**src/sv/tclm_pkg.sv**
```systemverilog
// ----------------------------------------------------------------------------
// tclm_pkg: shared types and constants for the two-channel LED mix block
// Holds the controller-to-datapath command word and the fixed arithmetic
// constants used by the percent scaling.
// ----------------------------------------------------------------------------
package tclm_pkg;

  // Percent ceiling and rounding offset
  localparam logic [6:0]  PCT_MAX      = 7'd100;
  localparam logic [13:0] ROUND_HALF   = 14'd50;

  // x / 100 == (x * 5243) >> 19 for every x up to 10050
  localparam logic [12:0] RECIP_100    = 13'd5243;
  localparam int          RECIP_SHIFT  = 19;

  // Register indexes of the configuration port
  localparam logic [1:0]  CFG_CEILING  = 2'd0;
  localparam logic [1:0]  CFG_STEP     = 2'd1;

  // Register reset values
  localparam logic [6:0]  CEILING_RST  = 7'd50;
  localparam logic [6:0]  STEP_RST     = 7'd2;

  // One command per datapath stage; the controller asserts one at a time
  typedef struct packed {
    logic load;     // capture and clamp the input word
    logic mul_tot;  // brightness * ceiling + 50
    logic div_tot;  // total duty = product / 100
    logic mul_mix;  // total * mix shares + 50
    logic div_mix;  // channel targets = products / 100
    logic fix;      // trim rounding excess or shortfall onto the larger target
    logic commit;   // slew both levels toward their targets
  } cmd_t;

endpackage

```
**src/sv/two_channel_led_mix_with_ramp_core.sv**
```systemverilog
// ----------------------------------------------------------------------------
// two_channel_led_mix_with_ramp_core: warm/cool LED duty mixer with slew limit
// Each word is accepted in idle and then steps through a six-stage sequence:
// multiply, divide-by-100, multiply, divide-by-100, trim and commit. Commit
// waits for the result slot to be free; no new word is accepted until idle.
// Reset (rst_n low, synchronous): ceiling 50, step 2, both levels 0, idle.
// ----------------------------------------------------------------------------
module two_channel_led_mix_with_ramp_core (
  input  logic       clk,
  input  logic       rst_n,
  // configuration write port
  input  logic       cfg_we,
  input  logic [1:0] cfg_index,
  input  logic [6:0] cfg_wdata,
  // update words in
  input  logic       in_valid,
  output logic       in_stall,
  input  logic [7:0] in_brightness_level,
  input  logic [7:0] in_colour_mix,
  // duty words out
  output logic       out_valid,
  input  logic       out_stall,
  output logic [6:0] out_warm_duty,
  output logic [6:0] out_cool_duty
);

  // Command word from sequencer to datapath, one stage strobe at a time
  tclm_pkg::cmd_t cmd;

  // Sequencer: accept a word, advance through the stages, commit the new
  // levels only once the output slot is free, then return to idle.
  tclm_ctrl u_ctrl (
    .clk       (clk),
    .rst_n     (rst_n),
    .in_valid  (in_valid),
    .in_stall  (in_stall),
    .out_valid (out_valid),
    .out_stall (out_stall),
    .cmd       (cmd)
  );

  // Datapath: the channel level registers double as the output word, since
  // they change only on commit, which waits for the previous word to drain.
  tclm_dp u_dp (
    .clk                 (clk),
    .rst_n               (rst_n),
    .cmd                 (cmd),
    .cfg_we              (cfg_we),
    .cfg_index           (cfg_index),
    .cfg_wdata           (cfg_wdata),
    .in_brightness_level (in_brightness_level),
    .in_colour_mix       (in_colour_mix),
    .warm_level          (out_warm_duty),
    .cool_level          (out_cool_duty)
  );

endmodule

```
**src/sv/tclm_dp.sv**
```systemverilog
// ----------------------------------------------------------------------------
// tclm_dp: datapath of the two-channel LED mix block
// Configuration registers, scaling multipliers, divide-by-100 reciprocal
// stage, rounding trim and slew limiter for the two channel levels.
// ----------------------------------------------------------------------------
module tclm_dp (
  input  logic              clk,
  input  logic              rst_n,
  input  tclm_pkg::cmd_t    cmd,
  input  logic              cfg_we,
  input  logic [1:0]        cfg_index,
  input  logic [6:0]        cfg_wdata,
  input  logic [7:0]        in_brightness_level,
  input  logic [7:0]        in_colour_mix,
  output logic [6:0]        warm_level,
  output logic [6:0]        cool_level
);

  logic [6:0]  ceiling_r;
  logic [6:0]  step_r;
  logic [6:0]  bright_r;
  logic [6:0]  mix_r;
  logic [13:0] prod_r;
  logic [6:0]  total_r;
  logic [13:0] warm_prod_r;
  logic [13:0] cool_prod_r;
  logic [6:0]  warm_tgt_r;
  logic [6:0]  cool_tgt_r;
  logic [6:0]  warm_lvl_r;
  logic [6:0]  cool_lvl_r;

  logic [6:0]  ceil_eff;
  logic [6:0]  step_eff;
  logic [7:0]  tgt_sum;
  logic [6:0]  warm_fix;
  logic [6:0]  cool_fix;
  logic [6:0]  warm_lvl_nxt;
  logic [6:0]  cool_lvl_nxt;

  function automatic logic [6:0] clamp_pct(input logic [7:0] v);
    clamp_pct = (v > {1'b0, tclm_pkg::PCT_MAX}) ? tclm_pkg::PCT_MAX : v[6:0];
  endfunction

  function automatic logic [6:0] div100(input logic [13:0] x);
    logic [26:0] q;
    q = 27'(x) * 27'(tclm_pkg::RECIP_100);
    div100 = q[tclm_pkg::RECIP_SHIFT +: 7];
  endfunction

  function automatic logic [6:0] slew(input logic [6:0] cur, input logic [6:0] tgt,
                                     input logic [6:0] step);
    logic [7:0] up;
    logic [6:0] gap;
    up  = {1'b0, cur} + {1'b0, step};
    gap = cur - tgt;
    if (tgt > cur) begin
      slew = (up > {1'b0, tgt}) ? tgt : up[6:0];
    end else if (tgt < cur) begin
      slew = (gap <= step) ? tgt : cur - step;
    end else begin
      slew = cur;
    end
  endfunction

  assign ceil_eff = clamp_pct({1'b0, ceiling_r});
  assign step_eff = (step_r == 7'd0) ? 7'd1 : clamp_pct({1'b0, step_r});

  // Trim the rounding excess or shortfall onto the larger target, cool on a tie
  assign tgt_sum = {1'b0, warm_tgt_r} + {1'b0, cool_tgt_r};
  always_comb begin
    logic [7:0] tot8;
    logic [6:0] d;
    tot8     = {1'b0, total_r};
    warm_fix = warm_tgt_r;
    cool_fix = cool_tgt_r;
    d        = 7'd0;
    if (tgt_sum < tot8) begin
      d = 7'(tot8 - tgt_sum);
      if (warm_tgt_r > cool_tgt_r) warm_fix = warm_tgt_r + d;
      else                         cool_fix = cool_tgt_r + d;
    end else if (tgt_sum > tot8) begin
      d = 7'(tgt_sum - tot8);
      if (warm_tgt_r > cool_tgt_r) warm_fix = (warm_tgt_r > d) ? warm_tgt_r - d : 7'd0;
      else                         cool_fix = (cool_tgt_r > d) ? cool_tgt_r - d : 7'd0;
    end
  end

  assign warm_lvl_nxt = slew(warm_lvl_r, warm_tgt_r, step_eff);
  assign cool_lvl_nxt = slew(cool_lvl_r, cool_tgt_r, step_eff);

  always_ff @(posedge clk) begin
    if (!rst_n) begin
      ceiling_r  <= tclm_pkg::CEILING_RST;
      step_r     <= tclm_pkg::STEP_RST;
      warm_lvl_r <= 7'd0;
      cool_lvl_r <= 7'd0;
    end else begin
      if (cfg_we && cfg_index == tclm_pkg::CFG_CEILING) ceiling_r <= cfg_wdata;
      if (cfg_we && cfg_index == tclm_pkg::CFG_STEP)    step_r    <= cfg_wdata;
      if (cmd.commit) begin
        warm_lvl_r <= warm_lvl_nxt;
        cool_lvl_r <= cool_lvl_nxt;
      end
    end
  end

  always_ff @(posedge clk) begin
    if (cmd.load) begin
      bright_r <= clamp_pct(in_brightness_level);
      mix_r    <= clamp_pct(in_colour_mix);
    end
    if (cmd.mul_tot) prod_r  <= 14'(bright_r * ceil_eff) + tclm_pkg::ROUND_HALF;
    if (cmd.div_tot) total_r <= div100(prod_r);
    if (cmd.mul_mix) begin
      warm_prod_r <= 14'(total_r * (tclm_pkg::PCT_MAX - mix_r)) + tclm_pkg::ROUND_HALF;
      cool_prod_r <= 14'(total_r * mix_r) + tclm_pkg::ROUND_HALF;
    end
    if (cmd.div_mix) begin
      warm_tgt_r <= div100(warm_prod_r);
      cool_tgt_r <= div100(cool_prod_r);
    end else if (cmd.fix) begin
      warm_tgt_r <= warm_fix;
      cool_tgt_r <= cool_fix;
    end
  end

  assign warm_level = warm_lvl_r;
  assign cool_level = cool_lvl_r;

endmodule

```
**src/sv/tclm_ctrl.sv**
```systemverilog
// ----------------------------------------------------------------------------
// tclm_ctrl: sequencer of the two-channel LED mix block
// Steps one word through the datapath stages and owns the result valid.
// ----------------------------------------------------------------------------
module tclm_ctrl (
  input  logic              clk,
  input  logic              rst_n,
  input  logic              in_valid,
  output logic              in_stall,
  output logic              out_valid,
  input  logic              out_stall,
  output tclm_pkg::cmd_t    cmd
);

  localparam logic [2:0] S_IDLE    = 3'd0;
  localparam logic [2:0] S_MUL_TOT = 3'd1;
  localparam logic [2:0] S_DIV_TOT = 3'd2;
  localparam logic [2:0] S_MUL_MIX = 3'd3;
  localparam logic [2:0] S_DIV_MIX = 3'd4;
  localparam logic [2:0] S_FIX     = 3'd5;
  localparam logic [2:0] S_SLEW    = 3'd6;

  logic [2:0] state_r, state_nxt;
  logic       out_valid_r, out_valid_nxt;
  logic       slot_free;

  // Result slot is free when empty or being drained this cycle
  assign slot_free = !out_valid_r || !out_stall;
  assign in_stall  = (state_r != S_IDLE);

  always_comb begin
    cmd       = '0;
    state_nxt = state_r;
    unique case (state_r)
      S_IDLE: begin
        if (in_valid) begin
          cmd.load  = 1'b1;
          state_nxt = S_MUL_TOT;
        end
      end
      S_MUL_TOT: begin cmd.mul_tot = 1'b1; state_nxt = S_DIV_TOT; end
      S_DIV_TOT: begin cmd.div_tot = 1'b1; state_nxt = S_MUL_MIX; end
      S_MUL_MIX: begin cmd.mul_mix = 1'b1; state_nxt = S_DIV_MIX; end
      S_DIV_MIX: begin cmd.div_mix = 1'b1; state_nxt = S_FIX;     end
      S_FIX:     begin cmd.fix     = 1'b1; state_nxt = S_SLEW;    end
      S_SLEW: begin
        // hold until the previous result has left
        if (slot_free) begin
          cmd.commit = 1'b1;
          state_nxt  = S_IDLE;
        end
      end
      default: state_nxt = S_IDLE;
    endcase
  end

  always_comb begin
    out_valid_nxt = out_valid_r && out_stall;
    if (cmd.commit) out_valid_nxt = 1'b1;
  end

  always_ff @(posedge clk) begin
    if (!rst_n) begin
      state_r     <= S_IDLE;
      out_valid_r <= 1'b0;
    end else begin
      state_r     <= state_nxt;
      out_valid_r <= out_valid_nxt;
    end
  end

  assign out_valid = out_valid_r;

endmodule
```
**config.mk**
```make
export PLATFORM = sky130hd
export DESIGN_NAME = two_channel_led_mix_with_ramp_core
export DESIGN_NICKNAME = d
export VERILOG_FILES = /design/src/sv/tclm_pkg.sv /design/src/sv/two_channel_led_mix_with_ramp_core.sv /design/src/sv/tclm_dp.sv /design/src/sv/tclm_ctrl.sv
export SDC_FILE = /design/constraint.sdc
export NUM_CORES = 1
export LEC_CHECK = 0
export ABC_AREA = 1
export ABC_CLOCK_PERIOD_IN_PS = 5100
export BUFFER_PORTS_ARGS = -buffer_cell sky130_fd_sc_hd__buf_2
export CAP_MARGIN = 20
export CORE_UTILIZATION = 36
export DETAILED_ROUTE_END_ITERATION = 8
export PLACE_DENSITY = 0.61
export SLEW_MARGIN = 20
export SYNTH_ARGS = -nofsm -noshare
export SYNTH_HDL_FRONTEND = slang
export SYNTH_SLANG_ARGS = --single-unit
```
**constraint.sdc**
```tcl
create_clock -name clk -period 5.1 [get_ports clk]
set_input_delay 1.02 -clock clk [delete_from_list [all_inputs] [get_ports clk]]
set_output_delay 1.02 -clock clk [all_outputs]
set_load 0.01 [all_outputs]
```
# Word level (Yosys, flattened, before mapping)
# Cells that the tools add are included.
classes:
  add_sub_neg: 17
  n_mul: 6
  magnitude_cmp: 17
  n_eq_ne: 10
  muxes: 38
  n_reduce_logical: 20
op_table:
  columns: ["op", "count"]
  rows:
  - ["$mux W7", 25]
  - ["$mul A14 B13 Y26 const B", 3]
  - ["$sub A7 B7 Y7", 8]
  - ["$add A14 B6 Y14 const B", 3]
  - ["$gt A7 B7 Y1", 5]
  - ["$mul A7 B7 Y14", 2]
  - ["$add A7 B7 Y8", 3]
  - ["$gt A8 B7 Y1", 3]
  - ["$pmux W3 S7", 1]
  - ["$gt A8 B7 Y1 const B", 2]
  - ["$add A7 B7 Y7", 2]
  - ["$gt A7 B7 Y1 const B", 2]
  - ["$le A7 B7 Y1", 2]
  - ["$lt A7 B7 Y1", 2]
  - ["$mul A7 B14 Y14", 1]
  - ["$mux W1", 10]
  - ["$eq A3 B3 Y1 const B", 3]
  - ["$lt A8 B7 Y1", 1]
  - ["$reduce_bool A2 Y1", 4]
  - ["$sub A7 B7 Y8 const A", 1]
  - ["$logic_not A7 Y1", 1]
  - ["$eq A3 B2 Y1 const B", 2]
  - ["$mux W3", 2]
  - ["$reduce_and A2 Y1", 3]
  - ["other kinds (11)", 17]
word_totals:
  reg_bits: 109
  in_bits: 30
  wordCells: 122

# Depth between registers and ports, before layout
depth:
  depth_word: 9
  depth_mapped: 29

# Cells and area by module
# A second synthesis with hierarchy kept.
hier_totals:
  hier_cells: 3352
  hier_area_um2: 25832.3
modules_own_cells:
  columns: ["mod", "instances", "cells_each", "area_each_um2", "seq_area_each_um2"]
  rows:
  - ["tclm_dp", 1, 3314, 25613.3, 2842.7]
  - ["tclm_ctrl", 1, 38, 219.0, 80.1]

# Least setup slack after synthesis
# Ideal clock, no wire load.
synth_path:
  path_kind: "reg-to-reg"
  from: "register u_dp.mix_r[0]"
  to: "register u_dp.warm_prod_r[11], data pin"
  arrival_ns: 4.439
  required_time_ns: 4.835
  setup_slack_ns: 0.396
  path_stages_with_launch: 24
  n_path_buf: 1
  synth_period_minus_slack_ns: 4.704
  path_cell_list: "edfxtp_1 -> buf_2 -> inv_1 -> ha_1 -> or2_1 -> nand3_1 -> nand2_1 -> nand2_1 -> nand2_1 -> inv_2 -> nand2_1 -> fa_1 -> inv_1 -> fa_1 -> fa_1 -> inv_1 -> fa_1 -> inv_1 -> ha_1 -> a21oi_1 -> nand2_1 -> a21oi_1 -> o21ai_0 -> xor2_1"
synth_between:
  elab_chain_len: 3
synth_rtl:
  columns: ["element", "line_no", "text"]
  rows:
  - ["start: declaration", "tclm_dp.sv:22", "logic [6:0] mix_r;"]
  - ["start signal: assignment", "tclm_dp.sv:110", "mix_r <= clamp_pct(in_colour_mix);"]
  - ["$sub A7 B7 Y8", "tclm_dp.sv:115", "warm_prod_r <= 14'(total_r * (tclm_pkg::PCT_MAX - mix_r)) + tclm_pkg::ROUND_HALF;"]
  - ["$mul A7 B14 Y14", "tclm_dp.sv:115", null]
  - ["$add A14 B6 Y14", "tclm_dp.sv:115", null]
  - ["end signal: assignment", "tclm_dp.sv:115", null]
  - ["end: declaration", "tclm_dp.sv:25", "logic [13:0] warm_prod_r;"]
# Every way passes these cells.
# A chain may end at the register's enable or synchronous reset.

# Worst setup path after layout
layout_path:
  from: "register u_dp.cool_prod_r[8]"
  to: "register u_dp.cool_tgt_r[2], data pin"
layout_between:
  elab_chain_len: 2
layout_rtl:
  columns: ["element", "line_no", "text"]
  rows:
  - ["start: declaration", "tclm_dp.sv:26", "logic [13:0] cool_prod_r;"]
  - ["start signal: assignment", "tclm_dp.sv:116", "cool_prod_r <= 14'(total_r * mix_r) + tclm_pkg::ROUND_HALF;"]
  - ["$mul A14 B13 Y26", "tclm_dp.sv:46", "q = 27'(x) * 27'(tclm_pkg::RECIP_100);"]
  - ["$mux W7", "tclm_dp.sv:118", "if (cmd.div_mix) begin"]
  - ["end signal: assignment", "tclm_dp.sv:120", "cool_tgt_r <= div100(cool_prod_r);"]
  - ["end signal: assignment", "tclm_dp.sv:123", "cool_tgt_r <= cool_fix;"]
  - ["end: declaration", "tclm_dp.sv:28", "logic [6:0] cool_tgt_r;"]
# Every way passes these cells.

==> results.ini <==
[route]
first_pass_iters = 5
detail-route-antenna-nets = 0
wl_per_cell_microns = 14.0
drcViolationCount = 0
viasPerCell = 4.73
drt-total-wl_microns = 58900
vias = 19900
drt_iter0_markers = 1264

[layout]
layout-area-overhead-vs-synth_pct = 7.18
num_antenna_cells = 0
fin_nets = 4082
instances_no_fill = 4209
drive_above_1_share_pct = 4.62
post-route-util_pct = 39.0

[clock_tree]
clock_latency_ns = 0.41
cts_tree = yes
clock_path_buffers = 2
cts.sinks = 108
cts_buffers = 9
clk_pin_slew_ns = 0.09
cts.hold.buffers_added = 0
htreeDepth = 3
cts_root_buffer = clkbuf_16

[worst_setup_path]
cp_data_required_time_ns = 5.25
slowest_delay_ns = 0.55
cpMaxStageDelayCell = fa_1
rr_startpoint = u_dp.cool_prod_r[8]$_DFFE_PP_
r2r_slack_ns = 0.16
critPathKind = reg2reg
reg2reg_to = u_dp.cool_tgt_r[2]$_DFFE_PP_
rr_worst_depth = 17
critical_path.most_common_cell = inv_1
path_delay_family = adder cells
crit_fanout = 6
crit_buf_inv = 5
worst-path-stages = 17
cp-end-kind = flop
cp-start-kind = flop
crit_chain = ha_1 -> inv_1 -> fa_1 -> inv_1 -> fa_1 -> inv_1 -> fa_1 -> fa_1 -> inv_1 -> ha_1 -> nand2_1 -> inv_1 -> a21oi_1 -> nor2_1 -> a211oi_1 -> a21oi_1 -> o21a_1
worstPathArrival_ns = 5.09

[worst_hold_path]
worst_hold_path_type = reg2reg
min_to = u_dp.step_r[0]$_SDFFE_PN0P_
min_path_cells = 2
hold_start = u_dp.step_r[0]$_SDFFE_PN0P_

[synth]
ys_top_cells_by_area = ha_1 24%, fa_1 23%, inv_1 12%
synth_top_area_share_pct = 24.1
yosys.area.top_type = ha_1
ys_warn_count = 0
synth-edff-count = 76
synth_common_cells = 835 x inv_1, 534 x nand2_1, 490 x ha_1
yosysUniqueCellTypes = 56
async_flop_share_pct = 0
ys_seq_elements = 108
synthesis.nets = 4030
synthFlopType = edfxtp_1
synth_area_sq_mm = 0.0255
ys_seq_area_share_pct = 11.5
syn_inst = 3212
post-synth-top-count-cell = inv_1
avgSynthCellArea_sq_um = 7.93

[timing]
tns_ns = 0
finalHoldViolations = 0
finalSetupViolCount = 0
relSlewSlack_pct = 45.3
worst_slew_pin_slew_ns = 0.818
min_period_ns = 4.94
rsz0062_at_grt = no
slew_violations = 0
skew_ns = 0.0242
fin_crit_sh_pct = 96.8
fmax_ghz = 0.203

[global_routing]
grt_pass1_vias = 20100
grt_antenna_before_repair = 0
grt_start_max_net_pins = 29
grt_overflow = 0
track_usage_pct = 17.1
grt_first_pass_wirelength_microns = 98500

[placed_design]
gp_congestion = 0.891
port_buffers = 45
place_inst = 4191
dpl.hpwl_microns = 51300

[floorplanning]
die_width_microns = 268
core_area_sq_mm = 0.0700
rows = 97
die_area_sq_mm = 0.0718
dieHeight_microns = 268
ios = 46
initial_core_util_pct = 36.4

[flow_run]
cap_violations = 0

[outcome]
status = complete, no violations

## per-layer routing
layer	global-route usage [%]	part of all wire (%)	vias to the layer above
met3	2.07	3.3	61
met2	29.7	48	336
met4	3.88	1.7	0
met5	0	0	-
met1	22.6	47	9418
li1	-	-	10100
## tightest hold or removal path, cell delays in order (launching register included)
cell,delay [ns]
dfxtp_1,0.30
inv_1,0.08
a21oi_1,0.07
## stage by stage
stage          hold WS (ns)  instance area [sq um]  setup WS (ns)
2_1_floorplan         0.445                  25500          0.396
3_3_place_gp          0.466                  26900          0.216
3_5_place_dp          0.478                  26900          0.191
4_1_cts               0.492                  27200          0.177
5_1_grt               0.527                  27300        0.00401
6_report              0.487                  27300          0.162
## kinds of logic (layout without fill, tap and decap cells)
family	after synthesis	count (layout)	share of synthesized area (%)
compound gates	348	348	8.06
flops	108	108	11.5
fa+ha+maj	788	788	47.5
simple gates	978	978	16.0
buf+inv	880	937	13.2
xor+xnor	110	110	3.78
## worst max-delay path by stage
stage / startpoint / to / slack (ns)
2_1_floorplan: u_dp.mix_r[0]$_SDFFCE_PN0P_ / u_dp.warm_prod_r[11]$_DFFE_PP_ / 0.40
3_3_place_gp: u_dp.cool_prod_r[9]$_DFFE_PP_ / u_dp.cool_tgt_r[2]$_DFFE_PP_ / 0.22
3_5_place_dp: u_dp.cool_prod_r[9]$_DFFE_PP_ / u_dp.cool_tgt_r[2]$_DFFE_PP_ / 0.19
4_1_cts: u_dp.cool_prod_r[9]$_DFFE_PP_ / u_dp.cool_tgt_r[2]$_DFFE_PP_ / 0.18
5_1_grt: u_dp.cool_prod_r[11]$_DFFE_PP_ / u_dp.cool_tgt_r[2]$_DFFE_PP_ / 0.004
6_report: u_dp.cool_prod_r[8]$_DFFE_PP_ / u_dp.cool_tgt_r[2]$_DFFE_PP_ / 0.16
## sequential cells by signal, summed over array words and instances, names as in the netlist
name,count
u_dp.bright_r,7
u_dp.warm_prod_r,13
u_dp.warm_tgt_r,7
u_dp.cool_level,7
u_dp.step_r,7
u_dp.cool_prod_r,14
u_dp.ceiling_r,7
u_dp.warm_level,7
u_dp.cool_tgt_r,7
u_ctrl.state_r,3
u_dp.total_r,7
u_dp.prod_r,14
u_ctrl.out_valid,1
u_dp.mix_r,7
## placed cells by master (no fill, tap or decap), types with 18 or more instances in the layout
| cell type | instances |
|---|---|
| a21oi_1 | 153 |
| a31oi_1 | 18 |
| buf_2 | 45 |
| buf_4 | 32 |
| dfxtp_1 | 32 |
| edfxtp_1 | 76 |
| fa_1 | 298 |
| ha_1 | 489 |
| inv_1 | 834 |
| nand2_1 | 532 |
| nand3_1 | 128 |
| nand4_1 | 31 |
| nor2_1 | 223 |
| nor3_1 | 24 |
| o21ai_0 | 81 |
| xnor2_1 | 31 |
| xor2_1 | 78 |
## layout make-up
cell class / instances / area (sq um)
clock buffers: 10 / 250
clock inverters: 6 / 60.1
fillers: 7260 / 42700
inverters: 844 / 3180
multi-input cells: 2224 / 19200
flip-flops and latches: 108 / 2920
well taps: 940 / 1180
repair buffers: 77 / 465
## timing repair
item | CTS | global route
resized for setup | 0 | 13
buffers inserted | 0 | 2
setup endpoints to repair | 0 | 8
Power is left out: the tool's default activity adds up to more than one toggle a clock period on the data nets, which glitch-free logic cannot reach.
